### config.mk
export PLATFORM = sky130hd
export DESIGN_NAME = localization_health_mode_supervisor
export DESIGN_NICKNAME = d
export VERILOG_FILES = /design/src/rtl/lhms_pkg.sv /design/src/rtl/localization_health_mode_supervisor.sv /design/src/rtl/lhms_update.sv
export VERILOG_INCLUDE_DIRS = /design/src /design/src/rtl
export SDC_FILE = /design/constraint.sdc
export NUM_CORES = 1
export LEC_CHECK = 0
export ABC_AREA = 1
export ABC_CLOCK_PERIOD_IN_PS = 6100
export BUFFER_PORTS_ARGS = -buffer_cell sky130_fd_sc_hd__clkbuf_2
export CORE_UTILIZATION = 30
export DETAILED_ROUTE_END_ITERATION = 7
export PLACE_DENSITY_LB_ADDON = 0.25
export RECOVER_POWER = 25
export SYNTH_ARGS = -nofsm -noshare
export SYNTH_HDL_FRONTEND = slang
export SYNTH_HIERARCHICAL = 1
export SYNTH_SLANG_ARGS = --single-unit
export TNS_END_PERCENT = 50
### constraint.sdc
create_clock -name clk -period 6.1 [get_ports clk]
set_input_delay 0 -clock clk [delete_from_list [all_inputs] [get_ports clk]]
set_output_delay 0 -clock clk [all_outputs]
set_load 0.02 [all_outputs]
### src/rtl/localization_health_mode_supervisor_assert.svh
// assertion macros used by the supervisor top level
`ifndef LOCALIZATION_HEALTH_MODE_SUPERVISOR_ASSERT_SVH
`define LOCALIZATION_HEALTH_MODE_SUPERVISOR_ASSERT_SVH
`ifndef NO_ASSERTIONS
// same-cycle implication, disabled in reset
`define LHMS_ASSERT_NOW(label, clk, rst, cond, prop) \
  label: assert property (@(posedge clk) disable iff (rst) (cond) |-> (prop)) \
    else $error("supervisor check failed");
// next-cycle implication, disabled in reset
`define LHMS_ASSERT_NEXT(label, clk, rst, cond, prop) \
  label: assert property (@(posedge clk) disable iff (rst) (cond) |=> (prop)) \
    else $error("supervisor check failed");
`else
`define LHMS_ASSERT_NOW(label, clk, rst, cond, prop)
`define LHMS_ASSERT_NEXT(label, clk, rst, cond, prop)
`endif
`endif

### src/rtl/lhms_pkg.sv
// types, codes and reset values for the localization health supervisor
package lhms_pkg;

  // mode codes
  localparam logic [2:0] MODE_UNINIT   = 3'd0;
  localparam logic [2:0] MODE_NOMINAL  = 3'd1;
  localparam logic [2:0] MODE_DEGRADED = 3'd2;
  localparam logic [2:0] MODE_DEADRECK = 3'd3;
  localparam logic [2:0] MODE_FAULT    = 3'd4;

  // reason codes
  localparam logic [3:0] WHY_LATCHED     = 4'd0;
  localparam logic [3:0] WHY_INTEGRITY   = 4'd1;
  localparam logic [3:0] WHY_NOMINAL     = 4'd2;
  localparam logic [3:0] WHY_WAITING     = 4'd3;
  localparam logic [3:0] WHY_GAP         = 4'd4;
  localparam logic [3:0] WHY_ONE_BOARD   = 4'd5;
  localparam logic [3:0] WHY_ALIKE       = 4'd6;
  localparam logic [3:0] WHY_NONE        = 4'd7;
  localparam logic [3:0] WHY_OVER_BUDGET = 4'd8;

  // opcodes
  localparam logic OP_UPDATE  = 1'b0;
  localparam logic OP_RESTART = 1'b1;

  // register indexes
  localparam int unsigned CFG_IDX_W = 3;
  localparam logic [CFG_IDX_W-1:0] REG_MIN_BOARDS  = 3'd0;
  localparam logic [CFG_IDX_W-1:0] REG_MIN_SPREAD  = 3'd1;
  localparam logic [CFG_IDX_W-1:0] REG_GRACE       = 3'd2;
  localparam logic [CFG_IDX_W-1:0] REG_DEG_BUDGET  = 3'd3;
  localparam logic [CFG_IDX_W-1:0] REG_DR_BUDGET   = 3'd4;

  // register reset values
  localparam logic [4:0]  RST_MIN_BOARDS = 5'd2;
  localparam logic [14:0] RST_MIN_SPREAD = 15'd1500;
  localparam logic [31:0] RST_GRACE      = 32'd500;
  localparam logic [31:0] RST_DEG_BUDGET = 32'd10000;
  localparam logic [31:0] RST_DR_BUDGET  = 32'd3000;

  typedef struct packed {
    logic        opcode;
    logic [31:0] now_ms;
    logic        solved;
    logic [7:0]  board_count;
    logic [14:0] spread_centideg;
    logic        integ_fail;
  } in_t;

  typedef struct packed {
    logic [2:0]  mode;
    logic        request_stop;
    logic [3:0]  reason_code;
    logic [31:0] elapsed_ms;
    logic [31:0] budget_ms;
  } out_t;

  typedef struct packed {
    logic [4:0]  min_boards_for_nominal;
    logic [14:0] min_spread_centideg;
    logic [31:0] grace_ms;
    logic [31:0] degraded_budget_ms;
    logic [31:0] dead_reckon_budget_ms;
  } cfg_t;

  typedef struct packed {
    logic [2:0]  mode;
    logic [31:0] last_stamp;
    logic        stamp_valid;
    logic [31:0] since_good;
  } state_t;

endpackage

### src/rtl/localization_health_mode_supervisor.sv
// top level of the localization health mode supervisor
//
//  channel | direction | handshake           | payload
//  in      | input     | in_valid / in_stall | in_data   (lhms_pkg::in_t)
//  out     | output    | out_valid/out_stall | out_data  (lhms_pkg::out_t)
//  cfg     | input     | cfg_we              | cfg_index, cfg_data
//
// one beat per cycle sustained while out_stall is low; a window's result passes
// through the input register, then the result register
// a restart beat updates state in the stage and produces no output beat
// rst is synchronous: mode uninitialized, timestamp invalid, registers at defaults
// out_stall holds the result register; the stage stalls input only when a
// window in it cannot pass to a full, stalled result register
module localization_health_mode_supervisor (
  input  logic                                clk,
  input  logic                                rst,
  input  logic                                in_valid,
  output logic                                in_stall,
  input  lhms_pkg::in_t                       in_data,
  output logic                                out_valid,
  input  logic                                out_stall,
  output lhms_pkg::out_t                      out_data,
  input  logic                                cfg_we,
  input  logic [lhms_pkg::CFG_IDX_W-1:0]      cfg_index,
  input  logic [31:0]                         cfg_data
);
  import lhms_pkg::*;
`include "localization_health_mode_supervisor_assert.svh"

  cfg_t   cfg;
  state_t st;
  state_t st_next;
  in_t    stage;
  logic   stage_valid;
  out_t   res;
  logic   has_res;
  logic   out_free;
  logic   stage_fire;
  logic   in_accept;

  // configuration registers
  always_ff @(posedge clk) begin
    if (rst) begin
      cfg.min_boards_for_nominal <= RST_MIN_BOARDS;
      cfg.min_spread_centideg    <= RST_MIN_SPREAD;
      cfg.grace_ms               <= RST_GRACE;
      cfg.degraded_budget_ms     <= RST_DEG_BUDGET;
      cfg.dead_reckon_budget_ms  <= RST_DR_BUDGET;
    end else if (cfg_we) begin
      unique case (cfg_index)
        REG_MIN_BOARDS: cfg.min_boards_for_nominal <= cfg_data[4:0];
        REG_MIN_SPREAD: cfg.min_spread_centideg    <= cfg_data[14:0];
        REG_GRACE:      cfg.grace_ms               <= cfg_data;
        REG_DEG_BUDGET: cfg.degraded_budget_ms     <= cfg_data;
        REG_DR_BUDGET:  cfg.dead_reckon_budget_ms  <= cfg_data;
        default: ;
      endcase
    end
  end

  // handshake control
  assign out_free   = !out_valid || !out_stall;
  assign stage_fire = stage_valid && (!has_res || out_free);
  assign in_stall   = stage_valid && !stage_fire;
  assign in_accept  = in_valid && !in_stall;

  // input register
  always_ff @(posedge clk) begin
    if (rst) begin
      stage_valid <= 1'b0;
    end else if (in_accept) begin
      stage_valid <= 1'b1;
    end else if (stage_fire) begin
      stage_valid <= 1'b0;
    end
  end

  always_ff @(posedge clk) begin
    if (in_accept) begin
      stage <= in_data;
    end
  end

  // update logic
  lhms_update u_update (
    .cfg     (cfg),
    .st      (st),
    .item    (stage),
    .st_next (st_next),
    .res     (res),
    .has_res (has_res)
  );

  // supervisor state
  always_ff @(posedge clk) begin
    if (rst) begin
      st <= '0;
    end else if (stage_fire) begin
      st <= st_next;
    end
  end

  // result register
  always_ff @(posedge clk) begin
    if (rst) begin
      out_valid <= 1'b0;
    end else if (stage_fire && has_res) begin
      out_valid <= 1'b1;
    end else if (!out_stall) begin
      out_valid <= 1'b0;
    end
  end

  always_ff @(posedge clk) begin
    if (stage_fire && has_res) begin
      out_data <= res;
    end
  end

  // checks
  `LHMS_ASSERT_NEXT(a_fault_latched, clk, rst, stage_fire && has_res && (st.mode == MODE_FAULT), st.mode == MODE_FAULT)
  `LHMS_ASSERT_NEXT(a_restart_clears, clk, rst, stage_fire && !has_res, (st.mode == MODE_UNINIT) && (st.since_good == '0) && !st.stamp_valid)
  `LHMS_ASSERT_NOW(a_stop_iff_fault, clk, rst, out_valid, out_data.request_stop == (out_data.mode == MODE_FAULT))
  `LHMS_ASSERT_NOW(a_stall_needs_busy, clk, rst, in_stall, stage_valid && has_res && out_valid && out_stall)

endmodule

### src/rtl/lhms_update.sv
// one-window mode update: next supervisor state and the result beat
module lhms_update (
  input  lhms_pkg::cfg_t   cfg,
  input  lhms_pkg::state_t st,
  input  lhms_pkg::in_t    item,
  output lhms_pkg::state_t st_next,
  output lhms_pkg::out_t   res,
  output logic             has_res
);
  import lhms_pkg::*;

  logic [31:0] dt;
  logic [32:0] sum;
  logic [31:0] acc;
  logic        good;
  logic        few_boards;
  logic [31:0] budget;

  // time step, clamped at zero on first report or backwards stamp
  always_comb begin
    if (st.stamp_valid && (item.now_ms > st.last_stamp)) begin
      dt = item.now_ms - st.last_stamp;
    end else begin
      dt = '0;
    end
  end

  // saturating accumulate of time since good fix
  assign sum = {1'b0, st.since_good} + {1'b0, dt};
  assign acc = sum[32] ? 32'hFFFF_FFFF : sum[31:0];

  assign few_boards = item.board_count < {3'b000, cfg.min_boards_for_nominal};
  assign good = item.solved && !few_boards
                && (item.spread_centideg >= cfg.min_spread_centideg);
  assign budget = item.solved ? cfg.degraded_budget_ms : cfg.dead_reckon_budget_ms;

  // mode decision in priority order
  always_comb begin
    st_next = st;
    res     = '0;
    has_res = 1'b1;
    if (item.opcode == OP_RESTART) begin
      st_next.mode        = MODE_UNINIT;
      st_next.since_good  = '0;
      st_next.stamp_valid = 1'b0;
      has_res             = 1'b0;
    end else begin
      st_next.last_stamp  = item.now_ms;
      st_next.stamp_valid = 1'b1;
      priority if (st.mode == MODE_FAULT) begin
        res.mode         = MODE_FAULT;
        res.request_stop = 1'b1;
        res.reason_code  = WHY_LATCHED;
      end else if (item.integ_fail) begin
        st_next.mode     = MODE_FAULT;
        res.mode         = MODE_FAULT;
        res.request_stop = 1'b1;
        res.reason_code  = WHY_INTEGRITY;
      end else if (good) begin
        st_next.mode       = MODE_NOMINAL;
        st_next.since_good = '0;
        res.mode           = MODE_NOMINAL;
        res.reason_code    = WHY_NOMINAL;
      end else if ((st.mode == MODE_UNINIT) && !item.solved) begin
        res.mode        = MODE_UNINIT;
        res.reason_code = WHY_WAITING;
      end else if (!item.solved && (acc <= cfg.grace_ms) && (st.mode != MODE_UNINIT)) begin
        // empty window inside grace holds the previous mode
        st_next.since_good = acc;
        res.mode           = st.mode;
        res.reason_code    = WHY_GAP;
        res.elapsed_ms     = acc;
      end else if (acc > budget) begin
        st_next.since_good = acc;
        st_next.mode       = MODE_FAULT;
        res.mode           = MODE_FAULT;
        res.request_stop   = 1'b1;
        res.reason_code    = WHY_OVER_BUDGET;
        res.elapsed_ms     = acc;
        res.budget_ms      = budget;
      end else begin
        st_next.since_good = acc;
        st_next.mode       = item.solved ? MODE_DEGRADED : MODE_DEADRECK;
        res.mode           = st_next.mode;
        res.reason_code    = item.solved ? (few_boards ? WHY_ONE_BOARD : WHY_ALIKE)
                                         : WHY_NONE;
        res.elapsed_ms     = acc;
        res.budget_ms      = budget;
      end
    end
  end

endmodule

# Word level (Yosys, flattened, before mapping)
# Cells that the tools add are included.
# op_classes
add_sub_neg	2
n_lt_le_gt_ge	5
n_eq_ne	10
n_mux	35
n_bitwise	1
n_reduce_logical	34
# ops
cell	n
$mux W32	7
$mux W68	1
$gt A32 B32 Y1	2
$mux W36	1
$add A32 B32 Y33	1
$mux W33	1
$le A32 B32 Y1	1
$sub A32 B32 Y32	1
$mux W3	9
$mux W8	2
$ge A15 B15 Y1	1
$mux W4	3
$reduce_and A2 Y1	6
$logic_and A1 B1 Y1	10
$mux W1	10
$lt A8 B5 Y1	1
$eq A3 B2 Y1 const B	2
$eq A3 B3 Y1 const B	2
$logic_not A1 Y1	6
$logic_not A3 Y1	2
$reduce_or A6 Y1	1
$reduce_or A5 Y1	1
$ne A2 B1 Y1 const B	2
$ne A4 B3 Y1 const B	1
other kinds (12)	13
# word_totals
register_bits	316
out_inout_bits	74
elab_cells	114

# Logic depth before layout (Yosys ltp)
# logic_depth
ltp_word	14
depth_mapped	47
mapped_depth_nobuf	45

# Modules after synthesis
# The synthesis kept the hierarchy.
# modules_own_cells
mod	n_inst	cells_per_inst	area_each_um2	seq_area_each_um2
localization_health_mode_supervisor	1	1101	11089.4	7627.3
lhms_update	1	1605	8670.8	0.0

# Least setup slack after synthesis
# No wires, ideal clock.
# synth_timing
path_type	register -> register
start	register stage[25] (netlist name)
end	register out_data[10] (netlist name), data pin
setup_time_ns	0.259
arrival_time_ns	5.205
required_ns	5.841
setup_slack_ns	0.636
stages_incl_launch_ff	39
path_buffers	4
synth_period_minus_slack_ns	5.464
cell_sequence	edfxtp_1 -> inv_1 -> ha_1 -> inv_1 -> fa_1 -> nand3_1 -> nand2_1 -> a21oi_2 -> o21ai_2 -> nand2_2 -> nand2_2 -> nand2_1 -> nand3_1 -> nand2_2 -> buf_6 -> nor2_1 -> ha_1 -> fa_1 -> (+3 left out) -> nand3_2 -> nand2_1 -> nand2_2 -> a21oi_4 -> buf_6 -> buf_4 -> nand3_1 -> ha_1 -> nand4_1 -> nor2_1 -> nand4_1 -> nor2_1 -> inv_1 -> nand2_1 -> nand2_1 -> nand3_2 -> buf_2 -> nor2_1
# synth_via
elab_chain_len	9
word_cells_on_any_way	10
# synth_lines
item	line_no	text
start: declaration	localization_health_mode_supervisor.sv:33	in_t stage;
start signal: assignment	localization_health_mode_supervisor.sv:80	stage <= in_data;
$gt A32 B32 Y1	lhms_update.sv:21	if (st.stamp_valid && (item.now_ms > st.last_stamp)) begin
$logic_and A1 B1 Y1	lhms_update.sv:21	
$mux W32 *	lhms_update.sv:21	
$add A32 B32 Y33 *	lhms_update.sv:29	assign sum = {1'b0, st.since_good} + {1'b0, dt};
$mux W32 *	lhms_update.sv:30	assign acc = sum[32] ? 32'hFFFF_FFFF : sum[31:0];
$le A32 B32 Y1 *	lhms_update.sv:67	end else if (!item.solved && (acc <= cfg.grace_ms) && (st.mode != MODE_UNINIT)) begin
$logic_and A1 B1 Y1 * (2 in a row)	lhms_update.sv:67	
$reduce_or A6 Y1 (no line) *	--	
end signal: assignment	localization_health_mode_supervisor.sv:116	out_data <= res;
end: declaration	localization_health_mode_supervisor.sv:22	output lhms_pkg::out_t out_data,
# Mark *: on every way between the ends. The rest lies on a longest branch, timed or not.
# A chain may end at the register's enable or synchronous reset.

==> results.cfg <==
[critical_path]
crit_path_end_kind = register
cp-start-kind = register
critical_path_class = reg -> reg
critPathTopFamily = compound AO/OA/AOI/OAI gates
arrival_ps = 6230
critPathMaxStageDelay_ps = 390
crit_path_max_fanout = 8
slowest_stage = edfxtp_1
crit_required_ps = 6560
critPathBufInv = 5

[final_layout]
antenna_cells = 0
final_cell_mix = nand2_1, nor2_1, inv_1, dfxtp_1, nand3_1
final_util_pct = 37.8
stdcell_count = 3877
syn_to_final_growth_pct = 24.1
final_common_cell = nand2_1
final_nets = 3238
drive_gt1_share_pct = 12.9
regArea_mm2 = 0.00763
multi_input_area_mm2 = 0.0109
fillerInstances = 6922

[route]
postRouteAntennaNets = 0
drt-total-wl_um = 63100
route.detailed.wl_per_inst_um = 16.3
num_vias = 18227
drc = 0
first_iter_violations = 1163
drt_pass1_iterations = 7
via_per_inst = 4.70

[synthesis]
syn_nets = 2953
synthFlopType = dfxtp_1
synth_top_area_share_pct = 19.8
seq_area_frac_synth_pct = 38.6
ys_ff_latch = 316
yosysTopAreaCell = edfxtp_1
synth.distinct_cells = 47
synthCells = 2706
synth-edff-count = 130
syn_avg_cell_area_um2 = 7.30
synth_area_leaders = edfxtp_1, dfxtp_1, nand2_1, ha_1, nor2_1
syn-cell-area_mm2 = 0.0198
synth_warnings = 6
synthArstFlopShare_pct = 0

[place]
place.gp.congestion = 0.948
dp_hpwl_um = 46200
pre_cts_ws_ps = -146
io_buffers = 171
dp_cells = 3697

[floorplanning]
initial_core_util_pct = 30.5
die-area_mm2 = 0.0669
rows = 93
die_h_um = 259
die_width_um = 259
core_area_mm2 = 0.0648
ios = 172

[job]
drv_cap = 0

[sta]
fin_setup_tns_ps = 0
hold_viol_final = 0
worstMarginPinSlew_ps = 1130
max_freq_mhz = 173
slew_headroom_pct = 24.3
slew_violations = 0
setup_slack_ps = 332
skew_ps = 21.8
finalSetupViolCount = 0
final.min_clock_period_ps = 5770
fin_crit_sh_pct = 94.6

[cts]
cts.sinks = 316
htreeDepth = 2
cts_tree = done
clock_latency_ps = 570
cts_made_buffers = 39
clk_pin_slew_ps = 60
clock_path_buffers = 3
cts_root_buf = clkbuf_16

[global_route]
grt_use_total_pct = 18.5
globalRouteOverflowTotal = 0
grt_pass1_vias = 17182
grt_pass1_wl_um = 96900
antenna_found_initial = 0
grt_start_max_net_pins = 96

[pwr]
p_leak_uw = 0.0111
ir_drop_uv = 191
power_per_cell_area_mw_per_mm2 = 249

[worst_hold_path]
min_path_type = in -> reg

[outcome]
outcome = completed
-- metrics by stage --
stage               hold WS (ps)  cell area [um^2]  power, uW
finish                       106             24500       6100
global route                 116             24500       6430
CTS                         92.2             24000       6110
detailed placement           179             21800       3670
global placement             178             21800       3680
floorplan                   98.9             19800       3220
-- Yosys cell counts (all sizes together) (13+ instances only) --
master,count
a21oi,127
buf,52
clkbuf,45
dfxtp,186
edfxtp,130
ha,147
inv,339
mux2i,31
nand2,616
nand3,148
nand4,66
nor2,499
nor3,13
o21ai,127
o21bai,72
or2,13
xnor2,17
xor2,20
-- cell families after synthesis --
kind of cell | synth area share (%)
simple gates | 28.9
fa+ha+maj | 9.51
buf+inv | 8.73
flops | 38.6
mux | 1.57
compound gates | 11.0
xor+xnor | 1.64
-- power breakdown --
part           internal (uW)  switching [uW]
combinational            522             876
clock                   1400             948
sequential              2300            59.2
total                   4220            1880
-- path summary, 6_finish.rpt --
| path | slack, ps | cells after the start | start | end |
|---|---|---|---|---|
| worst max register to register | 330 | 34 | stage[35] | st[66] |
| worst max-delay path | 330 | 34 | stage[35] | st[66] |
| worst min-delay path | 110 | 4 | rst | st[44] |
| worst min register to register | 460 | 2 | cfg[69] | cfg[69] |
-- sequential cells by signal, summed over array words and instances (netlist names) --
name         count
cfg            116
stage           58
out_valid        1
stage_valid      1
out_data        72
st              68
-- metal layers --
layer | part of all wire (%) | vias to the layer above | track usage [%]
li1 | - | 9369 | -
met1 | 49 | 8324 | 26.0
met2 | 43 | 433 | 28.6
met3 | 5.4 | 101 | 3.54
met4 | 2.5 | 0 | 5.16
met5 | 0 | - | 0
-- worst reg2reg max path, delay by kind of cell, from the launching register on --
family                   cells  cell delay, ps
adder cells (fa/ha/maj)      3            1000
XOR/XNOR                     1             320
AO/OA/AOI/OAI               13            2100
AND/OR/NAND/NOR             12            1040
flip-flops                   1             390
buffers and inverters        5             810
-- timing repair --
item / 4_1_cts / 5_1_grt
endpoints found under the setup margin: 43 / 43
cloned: 0 / 4
pin swaps: 0 / 23
hold buffers: 95 / 0
buffers inserted: 0 / 9
resized for setup: 7 / 116
hold endpoints to repair: 202 / 0
-- area by class of cell --
class | count | share of cell area [%]
Multi-Input combinational cell | 1953 | 44.4
Sequential cell | 316 | 31.1
Timing Repair Buffer | 341 | 9.69
Inverter | 340 | 5.21
Clock buffer | 54 | 4.51
Tap cell | 855 | 4.36
Clock inverter | 18 | 0.760
Note: power is estimated with default switching activity, not from simulation.
